$ cat config.mk
export PLATFORM = sky130hd
export DESIGN_NAME = earliest_due_entry_table_top
export DESIGN_NICKNAME = d
export VERILOG_FILES = /design/src/rtl/edet_pkg.sv /design/src/rtl/edet_cell.sv /design/src/rtl/earliest_due_entry_table_top.sv
export SDC_FILE = /design/constraint.sdc
export NUM_CORES = 2
export LEC_CHECK = 0
export ABC_AREA = 1
export BUFFER_PORTS_ARGS = -buffer_cell sky130_fd_sc_hd__buf_4
export CORE_MARGIN = 3
export CORE_UTILIZATION = 56
export DETAILED_ROUTE_END_ITERATION = 12
export GPL_TIMING_DRIVEN = 0
export PLACE_DENSITY = 0.72
export SYNTH_ARGS = -nofsm -noshare
export SYNTH_HDL_FRONTEND = slang
export SYNTH_SLANG_ARGS = --single-unit
$ cat constraint.sdc
create_clock -name clk -period 6.2 [get_ports clk]
set_input_delay 1.24 -clock clk [delete_from_list [all_inputs] [get_ports clk]]
set_output_delay 1.24 -clock clk [all_outputs]
set_load 0.005 [all_outputs]
$ cat src/rtl/edet_pkg.sv
// types and constants shared by the earliest-due entry table
`timescale 1ns / 1ps

package edet_pkg;

    // widths sized for the largest table this block supports
    localparam int MAX_CAPACITY = 32;
    localparam int IDX_W        = 5;
    localparam int CNT_W        = 6;

    typedef enum logic [1:0] {
        KIND_ADD    = 2'd0,
        KIND_DELETE = 2'd1,
        KIND_UPDATE = 2'd2,
        KIND_FIND   = 2'd3
    } kind_t;

    typedef enum logic [1:0] {
        STAT_OK        = 2'd0,
        STAT_FULL      = 2'd1,
        STAT_NOT_FOUND = 2'd2,
        STAT_EMPTY     = 2'd3
    } status_t;

    typedef enum logic [1:0] {
        ST_IDLE,
        ST_WALK,
        ST_SHIFT,
        ST_DONE
    } state_t;

    // one stored entry; dose = {quantity, slot, doses per day, units per dose}
    typedef struct packed {
        logic [15:0] id;
        logic [30:0] date;
        logic [16:0] time_s;
        logic [27:0] dose;
    } entry_t;

    // operation word travelling down the row of cells
    typedef struct packed {
        logic             valid;
        kind_t            kind;
        logic             act;
        logic [15:0]      id;
        logic [30:0]      date;
        logic [16:0]      time_s;
        logic [27:0]      dose;
        logic [CNT_W-1:0] cnt;
        logic [IDX_W-1:0] sel;
        logic             found;
        logic [IDX_W-1:0] k;
        logic             have_best;
        logic [30:0]      best_date;
        logic [16:0]      best_time;
        logic [IDX_W-1:0] best_idx;
        logic [15:0]      best_id;
        logic [3:0]       best_slot;
        logic [30:0]      sel_date;
        logic [16:0]      sel_time;
        logic [15:0]      sel_id;
        logic [3:0]       sel_slot;
    } pkt_t;

    // gap-closing command after a delete
    typedef struct packed {
        logic             valid;
        logic [IDX_W-1:0] k;
    } shift_t;

endpackage

$ cat src/rtl/edet_cell.sv
// one table cell: holds an entry and passes the operation word to its neighbour
`timescale 1ns / 1ps

module edet_cell
    import edet_pkg::*;
#(
    parameter int CELL_IDX = 0,
    parameter int CAPACITY = 8
)
(
    input  logic   clk,
    input  logic   rst_n,
    input  pkt_t   pkt_in,
    input  shift_t shift_cmd,
    input  entry_t nxt_entry,
    output entry_t entry,
    output pkt_t   pkt_out
);

    localparam logic [IDX_W-1:0] MY_IDX   = IDX_W'(CELL_IDX);
    localparam logic [CNT_W-1:0] MY_CNT   = CNT_W'(CELL_IDX);
    localparam bit               HAS_NEXT = (CELL_IDX + 1) < CAPACITY;

    entry_t ent_reg;
    pkt_t   pkt_reg;
    pkt_t   pkt_next;
    logic   wr_en;
    logic   wr_id;
    logic   in_range;

    assign entry   = ent_reg;
    assign pkt_out = pkt_reg;

    // per-cell action on the passing word
    always_comb
    begin
        pkt_next = pkt_in;
        wr_en    = 1'b0;
        wr_id    = 1'b0;
        in_range = MY_CNT < pkt_in.cnt;
        if (pkt_in.valid && pkt_in.act)
        begin
            case (pkt_in.kind)
                KIND_ADD:
                begin
                    if (MY_CNT == pkt_in.cnt)
                    begin
                        wr_en = 1'b1;
                        wr_id = 1'b1;
                    end
                end
                KIND_UPDATE:
                begin
                    if (in_range && !pkt_in.found && ent_reg.id == pkt_in.id)
                    begin
                        wr_en          = 1'b1;
                        pkt_next.found = 1'b1;
                        pkt_next.k     = MY_IDX;
                    end
                end
                KIND_DELETE:
                begin
                    if (in_range && !pkt_in.found && ent_reg.id == pkt_in.id)
                    begin
                        pkt_next.found = 1'b1;
                        pkt_next.k     = MY_IDX;
                    end
                end
                KIND_FIND:
                begin
                    if (in_range)
                    begin
                        if (MY_IDX == pkt_in.sel)
                        begin
                            pkt_next.sel_date = ent_reg.date;
                            pkt_next.sel_time = ent_reg.time_s;
                            pkt_next.sel_id   = ent_reg.id;
                            pkt_next.sel_slot = ent_reg.dose[11:8];
                        end
                        if (!pkt_in.have_best ||
                            {ent_reg.date, ent_reg.time_s} <
                            {pkt_in.best_date, pkt_in.best_time})
                        begin
                            pkt_next.have_best = 1'b1;
                            pkt_next.best_date = ent_reg.date;
                            pkt_next.best_time = ent_reg.time_s;
                            pkt_next.best_idx  = MY_IDX;
                            pkt_next.best_id   = ent_reg.id;
                            pkt_next.best_slot = ent_reg.dose[11:8];
                        end
                    end
                end
                default:
                begin
                    pkt_next = pkt_in;
                end
            endcase
        end
    end

    // entry storage: write from the word, or take the neighbour's entry
    always_ff @(posedge clk)
    begin
        if (shift_cmd.valid && HAS_NEXT && MY_IDX >= shift_cmd.k)
        begin
            ent_reg <= nxt_entry;
        end
        else if (wr_en)
        begin
            if (wr_id)
            begin
                ent_reg.id <= pkt_in.id;
            end
            ent_reg.date   <= pkt_in.date;
            ent_reg.time_s <= pkt_in.time_s;
            ent_reg.dose   <= pkt_in.dose;
        end
    end

    // operation word register
    always_ff @(posedge clk or negedge rst_n)
    begin
        if (!rst_n)
        begin
            pkt_reg <= '0;
        end
        else
        begin
            pkt_reg <= pkt_next;
        end
    end

endmodule

$ cat src/rtl/earliest_due_entry_table_top.sv
// earliest-due entry table: top level with control and the row of cells
//
//  channel | direction | fields
//  --------+-----------+------------------------------------------------------
//  in      | in        | kind entry_id due_date due_time remaining_quantity
//          |           | storage_slot doses_per_day units_per_dose
//  out     | out       | status entry_count earliest_index earliest_id
//          |           | earliest_slot
//
//  one word at a time: a word walks the row of CAPACITY cells, one cell a cycle,
//  then its result goes to a hold register and, for a delete that hits, through
//  a gap-closing shift, before it moves to the output register. the next word is
//  taken as soon as the result has moved to the output register, even if it is
//  not yet taken.
//  reset clears count, selection and handshake state; entries are undefined.
//  a stalled output holds its word and blocks only the following result.
`timescale 1ns / 1ps

module earliest_due_entry_table_top
    import edet_pkg::*;
#(
    parameter int CAPACITY = 8
)
(
    input  logic        clk,
    input  logic        rst_n,
    input  logic        in_valid,
    output logic        in_ready,
    input  logic [1:0]  kind,
    input  logic [15:0] entry_id,
    input  logic [30:0] due_date,
    input  logic [16:0] due_time,
    input  logic [15:0] remaining_quantity,
    input  logic [3:0]  storage_slot,
    input  logic [3:0]  doses_per_day,
    input  logic [3:0]  units_per_dose,
    output logic        out_valid,
    input  logic        out_ready,
    output logic [1:0]  status,
    output logic [3:0]  entry_count,
    output logic [2:0]  earliest_index,
    output logic [15:0] earliest_id,
    output logic [3:0]  earliest_slot
);

    typedef struct packed {
        status_t          status;
        logic [CNT_W-1:0] cnt;
        logic [IDX_W-1:0] idx;
        logic [15:0]      id;
        logic [3:0]       slot;
    } res_t;

    localparam logic [CNT_W-1:0] CAP_CNT = CNT_W'(CAPACITY);

    state_t           state_reg, state_next;
    logic [CNT_W-1:0] count_reg;
    logic [IDX_W-1:0] sel_reg;
    pkt_t             launch_reg;
    pkt_t             launch_next;
    pkt_t             pkt_chain [0:CAPACITY];
    entry_t           ents      [0:CAPACITY-1];
    entry_t           nxt_ents  [0:CAPACITY-1];
    shift_t           shift_cmd;
    shift_t           shift_reg, shift_next;
    res_t             hold_reg, hold_next;
    res_t             out_reg;
    logic             out_valid_reg;
    logic             accept;
    logic             exit_valid;
    logic             hold_load;
    logic             out_load;
    logic             sel_load;
    logic [IDX_W-1:0] sel_new;
    pkt_t             pe;

    assign accept     = in_valid && in_ready;
    assign pe         = pkt_chain[CAPACITY];
    assign exit_valid = pe.valid;

    // next state
    always_comb
    begin
        state_next = state_reg;
        case (state_reg)
            ST_IDLE:
            begin
                if (in_valid)
                begin
                    state_next = ST_WALK;
                end
            end
            ST_WALK:
            begin
                if (exit_valid)
                begin
                    state_next = shift_next.valid ? ST_SHIFT : ST_DONE;
                end
            end
            ST_SHIFT:
            begin
                state_next = ST_DONE;
            end
            ST_DONE:
            begin
                if (!out_valid_reg || out_ready)
                begin
                    state_next = ST_IDLE;
                end
            end
            default:
            begin
                state_next = ST_IDLE;
            end
        endcase
    end

    // control outputs of the sequencer
    always_comb
    begin
        in_ready        = 1'b0;
        hold_load       = 1'b0;
        shift_cmd.valid = 1'b0;
        shift_cmd.k     = shift_reg.k;
        out_load        = 1'b0;
        case (state_reg)
            ST_IDLE:  in_ready        = 1'b1;
            ST_WALK:  hold_load       = exit_valid;
            ST_SHIFT: shift_cmd.valid = 1'b1;
            ST_DONE:  out_load        = !out_valid_reg || out_ready;
            default:  in_ready        = 1'b0;
        endcase
    end

    // operation word built from the accepted input
    always_comb
    begin
        launch_next        = '0;
        launch_next.valid  = accept;
        launch_next.kind   = kind_t'(kind);
        launch_next.id     = entry_id;
        launch_next.date   = due_date;
        launch_next.time_s = due_time;
        launch_next.dose   = {remaining_quantity, storage_slot, doses_per_day, units_per_dose};
        launch_next.cnt    = count_reg;
        launch_next.sel    = (CNT_W'(sel_reg) >= count_reg) ? '0 : sel_reg;
        case (kind_t'(kind))
            KIND_ADD:  launch_next.act = count_reg < CAP_CNT;
            KIND_FIND: launch_next.act = count_reg != '0;
            default:   launch_next.act = 1'b1;
        endcase
    end

    assign pkt_chain[0] = launch_reg;

    // row of cells
    for (genvar i = 0; i < CAPACITY; i++)
    begin : g_cell
        if (i + 1 < CAPACITY)
        begin : g_nxt
            assign nxt_ents[i] = ents[i+1];
        end
        else
        begin : g_last
            assign nxt_ents[i] = '0;
        end
        edet_cell #(
            .CELL_IDX (i),
            .CAPACITY (CAPACITY)
        ) u_cell (
            .clk       (clk),
            .rst_n     (rst_n),
            .pkt_in    (pkt_chain[i]),
            .shift_cmd (shift_cmd),
            .nxt_entry (nxt_ents[i]),
            .entry     (ents[i]),
            .pkt_out   (pkt_chain[i+1])
        );
    end

    // result from the word leaving the last cell
    always_comb
    begin
        hold_next        = '0;
        hold_next.status = STAT_OK;
        hold_next.cnt    = pe.cnt;
        shift_next       = '0;
        shift_next.k     = pe.k;
        sel_load         = 1'b0;
        sel_new          = pe.best_idx;
        case (pe.kind)
            KIND_ADD:
            begin
                if (pe.act)
                begin
                    hold_next.cnt = pe.cnt + CNT_W'(1);
                end
                else
                begin
                    hold_next.status = STAT_FULL;
                end
            end
            KIND_DELETE:
            begin
                if (pe.found)
                begin
                    hold_next.cnt    = pe.cnt - CNT_W'(1);
                    shift_next.valid = exit_valid;
                end
                else
                begin
                    hold_next.status = STAT_NOT_FOUND;
                end
            end
            KIND_UPDATE:
            begin
                if (!pe.found)
                begin
                    hold_next.status = STAT_NOT_FOUND;
                end
            end
            KIND_FIND:
            begin
                if (pe.act)
                begin
                    sel_load = 1'b1;
                    // the earlier selection survives a tie with the minimum
                    if ({pe.sel_date, pe.sel_time} == {pe.best_date, pe.best_time})
                    begin
                        sel_new        = pe.sel;
                        hold_next.idx  = pe.sel;
                        hold_next.id   = pe.sel_id;
                        hold_next.slot = pe.sel_slot;
                    end
                    else
                    begin
                        hold_next.idx  = pe.best_idx;
                        hold_next.id   = pe.best_id;
                        hold_next.slot = pe.best_slot;
                    end
                end
                else
                begin
                    hold_next.status = STAT_EMPTY;
                end
            end
            default:
            begin
                hold_next.status = STAT_OK;
            end
        endcase
    end

    // control registers
    always_ff @(posedge clk or negedge rst_n)
    begin
        if (!rst_n)
        begin
            state_reg     <= ST_IDLE;
            count_reg     <= '0;
            sel_reg       <= '0;
            launch_reg    <= '0;
            out_valid_reg <= 1'b0;
        end
        else
        begin
            state_reg <= state_next;
            if (accept)
            begin
                launch_reg <= launch_next;
            end
            else
            begin
                launch_reg.valid <= 1'b0;
            end
            if (hold_load)
            begin
                count_reg <= hold_next.cnt;
                if (sel_load)
                begin
                    sel_reg <= sel_new;
                end
            end
            if (out_load)
            begin
                out_valid_reg <= 1'b1;
            end
            else if (out_ready)
            begin
                out_valid_reg <= 1'b0;
            end
        end
    end

    // payload registers
    always_ff @(posedge clk)
    begin
        if (hold_load)
        begin
            hold_reg  <= hold_next;
            shift_reg <= shift_next;
        end
        if (out_load)
        begin
            out_reg <= hold_reg;
        end
    end

    assign out_valid      = out_valid_reg;
    assign status         = out_reg.status;
    assign entry_count    = out_reg.cnt[3:0];
    assign earliest_index = out_reg.idx[2:0];
    assign earliest_id    = out_reg.id;
    assign earliest_slot  = out_reg.slot;

endmodule

Yosys cells after proc, flatten, opt, wreduce, memory -nomap -nowiden
Index checks and enable logic that the tools add are counted.

Mux-type cells: 153. $add $sub $neg: 2. $lt $le $gt $ge: 24. Reductions and logical operators: 103. Eq/ne operators: 57.

Operators with widths (number): 142-bit two-way mux (16); 92-bit two-way mux (14); 148-bit two-way mux (8); 68-bit two-way mux (8); 74-bit two-way mux (7); 48-bit < comparator (7); 16-bit == test (8); 16-bit two-way mux (7); 6-bit two-way mux (18); 1-bit two-way mux (53); 48-bit == test (1); 2-bit == test, second input constant (21); 1-bit logical AND (31); 2-bit nonzero test (15); 3-bit by 6-bit == test with 1-bit output, first input constant (4); 3-bit by 6-bit < comparator with 1-bit output, first input constant (4); 23-bit two-way mux (1); 2-bit zero test (11); 2-bit by 1-bit == test with 1-bit output, second input constant (10); 3-bit by 5-bit == test with 1-bit output, first input constant (4); 5-bit two-way mux (4); 2-bit AND reduction (10); 1-bit case mux with 2 select lines (9); 2-bit OR reduction (9); 25 further kinds (59).

Bits in registers: 2851. Input port bits: 98. Output and inout port bits: 31. Logic and storage cells: 558.

Longest topological paths before layout
Depth after elaboration: 8. Gate-level depth with buffers: 18. Mapped depth without buffers: 16.

Modules after synthesis
Synthesis repeated with hierarchy kept, for this count alone.

Cell total of the unflattened synthesis: 10811. Area, all modules: 117989.4 um2.

Modules (own cells, without submodules): edet_cell at g_cell[0].u_cell (cells each 1265, sequential area each 9143.8 um2, instances 1, area each 13868.3 um2); edet_cell at g_cell[6].u_cell (cells each 1255, sequential area each 9143.8 um2, instances 1, area each 13798.2 um2); edet_cell at g_cell[4].u_cell (cells each 1262, sequential area each 9143.8 um2, instances 1, area each 13793.2 um2); edet_cell at g_cell[3].u_cell (cells each 1253, sequential area each 9143.8 um2, instances 1, area each 13784.5 um2); edet_cell at g_cell[2].u_cell (cells each 1256, sequential area each 9143.8 um2, instances 1, area each 13749.4 um2); edet_cell at g_cell[5].u_cell (cells each 1246, sequential area each 9143.8 um2, instances 1, area each 13743.2 um2); edet_cell at g_cell[1].u_cell (cells each 1255, sequential area each 9143.8 um2, instances 1, area each 13724.4 um2); edet_cell at g_cell[7].u_cell (cells each 966, sequential area each 9143.8 um2, instances 1, area each 12877.4 um2); earliest_due_entry_table_top (cells each 1053, sequential area each 4919.7 um2, instances 1, area each 8650.8 um2).

Worst setup path after synthesis
No wires, ideal clock.

Path type: reg-to-reg. Start point: reg launch_reg[250] in the netlist's numbering. End point: reg g_cell[0].u_cell.ent_reg (netlist bit g_cell[0].u_cell.entry[10]) (enable). Setup slack: 918 ps. Buffers on the path: 0. Setup time: 534 ps. Period minus slack after synthesis: 5282 ps. Cell stages (with the launch flop): 7. Required time: 5666 ps. Arrival time: 4748 ps. Cell sequence: dfrtp_1 inv_1 o22ai_1 or2_2 nor4_1 nand3_1 o21ai_0.

Cells in the longest elaborated chain, start to end: 6.

RTL lines: from (decl) (RTL line earliest_due_entry_table_top.sv:59) `pkt_t launch_reg;`; from (signal assigned) (RTL line earliest_due_entry_table_top.sv:270) `launch_reg <= launch_next;`; 16-bit == test (RTL line edet_cell.sv:54) `if (in_range && !pkt_in.found && ent_reg.id == pkt_in.id)`; 1-bit logical AND (RTL line edet_cell.sv:54); 1-bit two-way mux (RTL line edet_cell.sv:54); 1-bit case mux with 2 select lines (RTL line edet_cell.sv:43) `case (pkt_in.kind)`; 1-bit two-way mux (RTL line edet_cell.sv:41) `if (pkt_in.valid && pkt_in.act)`; 2-bit nonzero test (no source line); to (signal assigned) (RTL line edet_cell.sv:106) `ent_reg <= nxt_entry;`; to (decl) (RTL line edet_cell.sv:24) `entry_t ent_reg;`.

No other way between the ends. A chain may end at the register's enable or synchronous reset.

Worst setup path after layout
Start point: reg state_reg[0]. End point: reg g_cell[1].u_cell.ent_reg (netlist bit g_cell[1].u_cell.entry[47]) (enable).

Cells in the longest elaborated chain, start to end: 4.

RTL lines: from (decl) (RTL line earliest_due_entry_table_top.sv:56) `state_t state_reg, state_next;`; from (signal assigned) (RTL line earliest_due_entry_table_top.sv:267) `state_reg <= state_next;`; 2-bit == test (RTL line earliest_due_entry_table_top.sv:126) `case (state_reg)`; 1-bit two-way mux (RTL line earliest_due_entry_table_top.sv:126); 1-bit logical AND (RTL line edet_cell.sv:104) `if (shift_cmd.valid && HAS_NEXT && MY_IDX >= shift_cmd.k)`; 2-bit nonzero test (no source line); to (signal assigned) (RTL line edet_cell.sv:106); to (decl) (RTL line edet_cell.sv:24).

No other way between the ends.

==> results.toml <==
[worst_setup_path]
setup.worst_path.end_class = "flop"
start_point_of_the_critical_path = "state_reg[0]"
start_kind = "flop"
critPathRequiredTime_ns = 6.74
criticalPathCategory = "reg2reg"
worst-endpoint-arrival_ns = 4.43
crit_path_cell_trace = "inv_1 > ha_1 > inv_2 > nor2_2 > inv_2 > nor2_2 > inv_2 > clkbuf_1 > o21ai_2 > o21bai_4 > buf_12"
slowest_stage_delay_cp_ns = 0.49
cp_common_cell = "inv_2"
slack_of_the_worst_reg_to_reg_path_ns = 2.30
regToRegStartpoint = "state_reg[0]"
critical-path-top-delay-family = "buffers and inverters"
worst_path_max_delay_cell = "o21ai_2"
timing.critical_path.buf_inv = 6
cp_max_fo = 32

[global_routing]
grt_overflow = 0
grt_antenna_before_repair = 2
grt_max_degree = 193
gr-usage-all-layers_pct = 28.7
grt_pass1_wl_um = 388000
via_count_of_the_first_global_routing_pass = 64500

[yosys]
synth_seq_area_share_pct = 65.8
yosys_register_bits = 2435
synth_area_leaders = "dfrtp_1 (47%), edfxtp_1 (19%), nand2_1 (10%), ha_1 (4.7%), o21ai_0 (4.5%)"
netlist.top_cell.by_area = "dfrtp_1"
synth.distinct_cells = 52
postSynthNetCount = 9899
asyncSetResetFlopFracSynth_pct = 75.2
post_synth.cell_area_avg_um2 = 10.3
synth_edf_count = 605
number_of_cells_produced_by_synthesis = 9432
ys_dominant_reg_cell = "dfrtp_1"
synth_largest_type_area_fraction_pct = 47.1
synth_warnings = 0
syn_area_mm2 = 0.0972

[routing]
post_drt_wl_per_cell_um = 20.6
post_detailed_routing_wire_length_um = 254000
drt_iter0_markers = 6180
avgViaCountPerCell = 5.34
drt.antenna.violating_nets = 0
dr_total_vias = 65700
drt-pass1-iter-count = 6
post-route-drc-count = 0

[timing]
fin_setup_tns_ns = 0
clock-skew-final_ns = 0.0315
layout_worst_path_cycle_share_pct = 62.8
timing.final.setup_violations = 0
report.final.slew_viol_count = 0
worst_slew_pin_slew_ns = 1.06
rsz_0062_raised_after_global_routing = "no"
timing_hold_violations_final = 0
clock.fmax_mhz = 257
fin_hold_ws_ns = 0.282
layout_min_cycle_time_ns = 3.90
slew_headroom_pct = 29.2

[cts]
cts_resized = 0
clk_pin_slew_worst_paths_ns = 0.06
clock_path_buffers = 3
clkSinkCount = 2435
cts_buffers = 225
insertion_delay_ns = 0.87
cts_setup_buffers = 0
ctsHtreeMaxLevel = 4
cts_tree = "yes"
ctsRootBufferMaster = "clkbuf_16"
cts.hold.buffers_added = 0

[flow_run]
total_of_max_cap_violations = 0

[worst_hold_path]
worst_hold_path_type = "in2async"

[floorplan]
top_level_ports = 129
initial_utilization_pct = 56.5
die_width_um = 423
die_y_um = 423
fp.coreArea_mm2 = 0.172
die_area_mm2 = 0.179
std_cell_rows = 152

[place]
gp_routability_congestion = 0.960
half_perimeter_wire_length_of_the_detailed_placement_result_um = 195000
dpl-instance-area_mm2 = 0.102
port_buffers = 104

[pwr]
vdd.ir_drop.worst_mv = 0.309
power.static_leakage_nw = 52.5
power.density_cell_area_mw_per_mm2 = 416

[final_layout]
largest_reg_flops = 1733
nNetsFinal = 10300
utilization_pct = 63.4
final_cell_area_mm2 = 0.109
layout-drive-gt1-share_pct = 7.03
multi_input_area_mm2 = 0.0274
num-fill-cells = 13300
areaGrowthSynthToFinish_pct = 12.3
seqCellArea_mm2 = 0.0640

[run_status]
status = "finished, final reports clean"
==> cell type report <==
type | instances | area share [%]
buffer | 394 | 1.61
sequential | 2435 | 58.6
tap | 2310 | 2.65
multi-input combinational | 5468 | 25.1
clock inverter | 103 | 1.10
timing repair buffer | 128 | 1.20
antenna | 2 | 0.00458
clock buffer | 326 | 5.92
inverter | 1135 | 3.90
==> routing by layer <==
metal  GRT usage [%]  vias to the layer above  wire, um
met5               0                        -         0
met4            11.3                        0     10400
met3            4.46                      462     19300
met2            41.3                     2841    108000
met1            44.0                    31400    116000
li1                -                    31000         -
==> worst paths after layout <==
path / cells after the start / endpoint
hold / removal: 1 / g_cell[7].u_cell.pkt_out[116]
min in group clk: 0 / g_cell[1].u_cell.pkt_out[149]
hold reg to reg: 0 / g_cell[1].u_cell.pkt_out[149]
max in group asynchronous: 5 / g_cell[1].u_cell.pkt_out[15]
setup reg to reg: 11 / g_cell[1].u_cell.entry[47]
setup / recovery: 11 / g_cell[1].u_cell.entry[47]
==> synthesized netlist by cell type (5+ instances only) <==
master,count
nand2_1,2711
dfrtp_1,1830
inv_1,1120
o21ai_0,879
edfxtp_1,605
nand3_1,536
ha_1,369
nor2_1,230
clkbuf_1,224
a21oi_1,179
o21ai_1,151
buf_2,99
nor3_1,97
nand4_1,50
xnor2_1,48
xor2_1,39
buf_1,38
o22ai_1,27
buf_4,24
or2_2,19
nor4_1,16
a21o_1,14
inv_2,14
nand2_2,14
nor2_2,9
o2111ai_1,8
o21bai_1,8
a211oi_1,6
a31oi_1,6
buf_6,6
o21a_1,6
mux2_2,5
nand4_2,5
==> logic make-up after synthesis <==
group                    count (synthesis)  synth area share, %
AO/OA/AOI/OAI                         1298                 6.89
XOR/XNOR                                87                0.784
adder cells (fa/ha/maj)                369                 4.75
buffers and inverters                 1529                 6.18
flip-flops                            2435                 65.8
multiplexers                             9                0.104
AND/OR/NAND/NOR                       3705                 15.5
==> report_power, final <==
group	switching, W	total, W	internal (W)
clock network	0.00606	0.0141	0.00804
registers	0.00277	0.0231	0.0203
logic	0.00565	0.00825	0.00260
total	0.0145	0.0455	0.0310
==> cells in the final DEF, fill, tap and decap left out, types with 7 or more instances in the layout <==
| cell type | instances |
|---|---|
| buf_16 | 11 |
| nor3_1 | 97 |
| dfrtp_1 | 1830 |
| xor2_1 | 39 |
| clkinv_4 | 7 |
| o21ai_1 | 150 |
| a21oi_1 | 178 |
| a21o_1 | 14 |
| inv_1 | 1120 |
| nand2_2 | 16 |
| nor2_2 | 10 |
| o2111ai_1 | 8 |
| nor4_1 | 16 |
| clkbuf_16 | 230 |
| clkbuf_1 | 284 |
| edfxtp_1 | 605 |
| inv_2 | 14 |
| nand4_1 | 50 |
| nand3_1 | 536 |
| o22ai_1 | 27 |
| clkbuf_8 | 34 |
| buf_12 | 10 |
| buf_2 | 99 |
| ha_1 | 369 |
| or2_2 | 19 |
| buf_4 | 131 |
| nand2_1 | 2709 |
| clkinvlp_4 | 15 |
| o21ai_0 | 875 |
| clkinv_2 | 34 |
| bufinv_16 | 18 |
| buf_1 | 38 |
| xnor2_1 | 48 |
| nor2_1 | 229 |
| clkinv_1 | 13 |
==> stage by stage <==
| stage | power [W] | worst slack, ns | std cells |
|---|---|---|---|
| floorplan | 0.0272 | 0.918 | 9432 |
| global placement | 0.0309 | -17.41 | 11800 |
| detailed placement | 0.0313 | 1.50 | 11900 |
| CTS | 0.0455 | 2.32 | 12300 |
| global route | 0.0477 | 1.96 | 12300 |
| finish | 0.0455 | 2.30 | 12300 |
(Power assumes the default switching activity.)
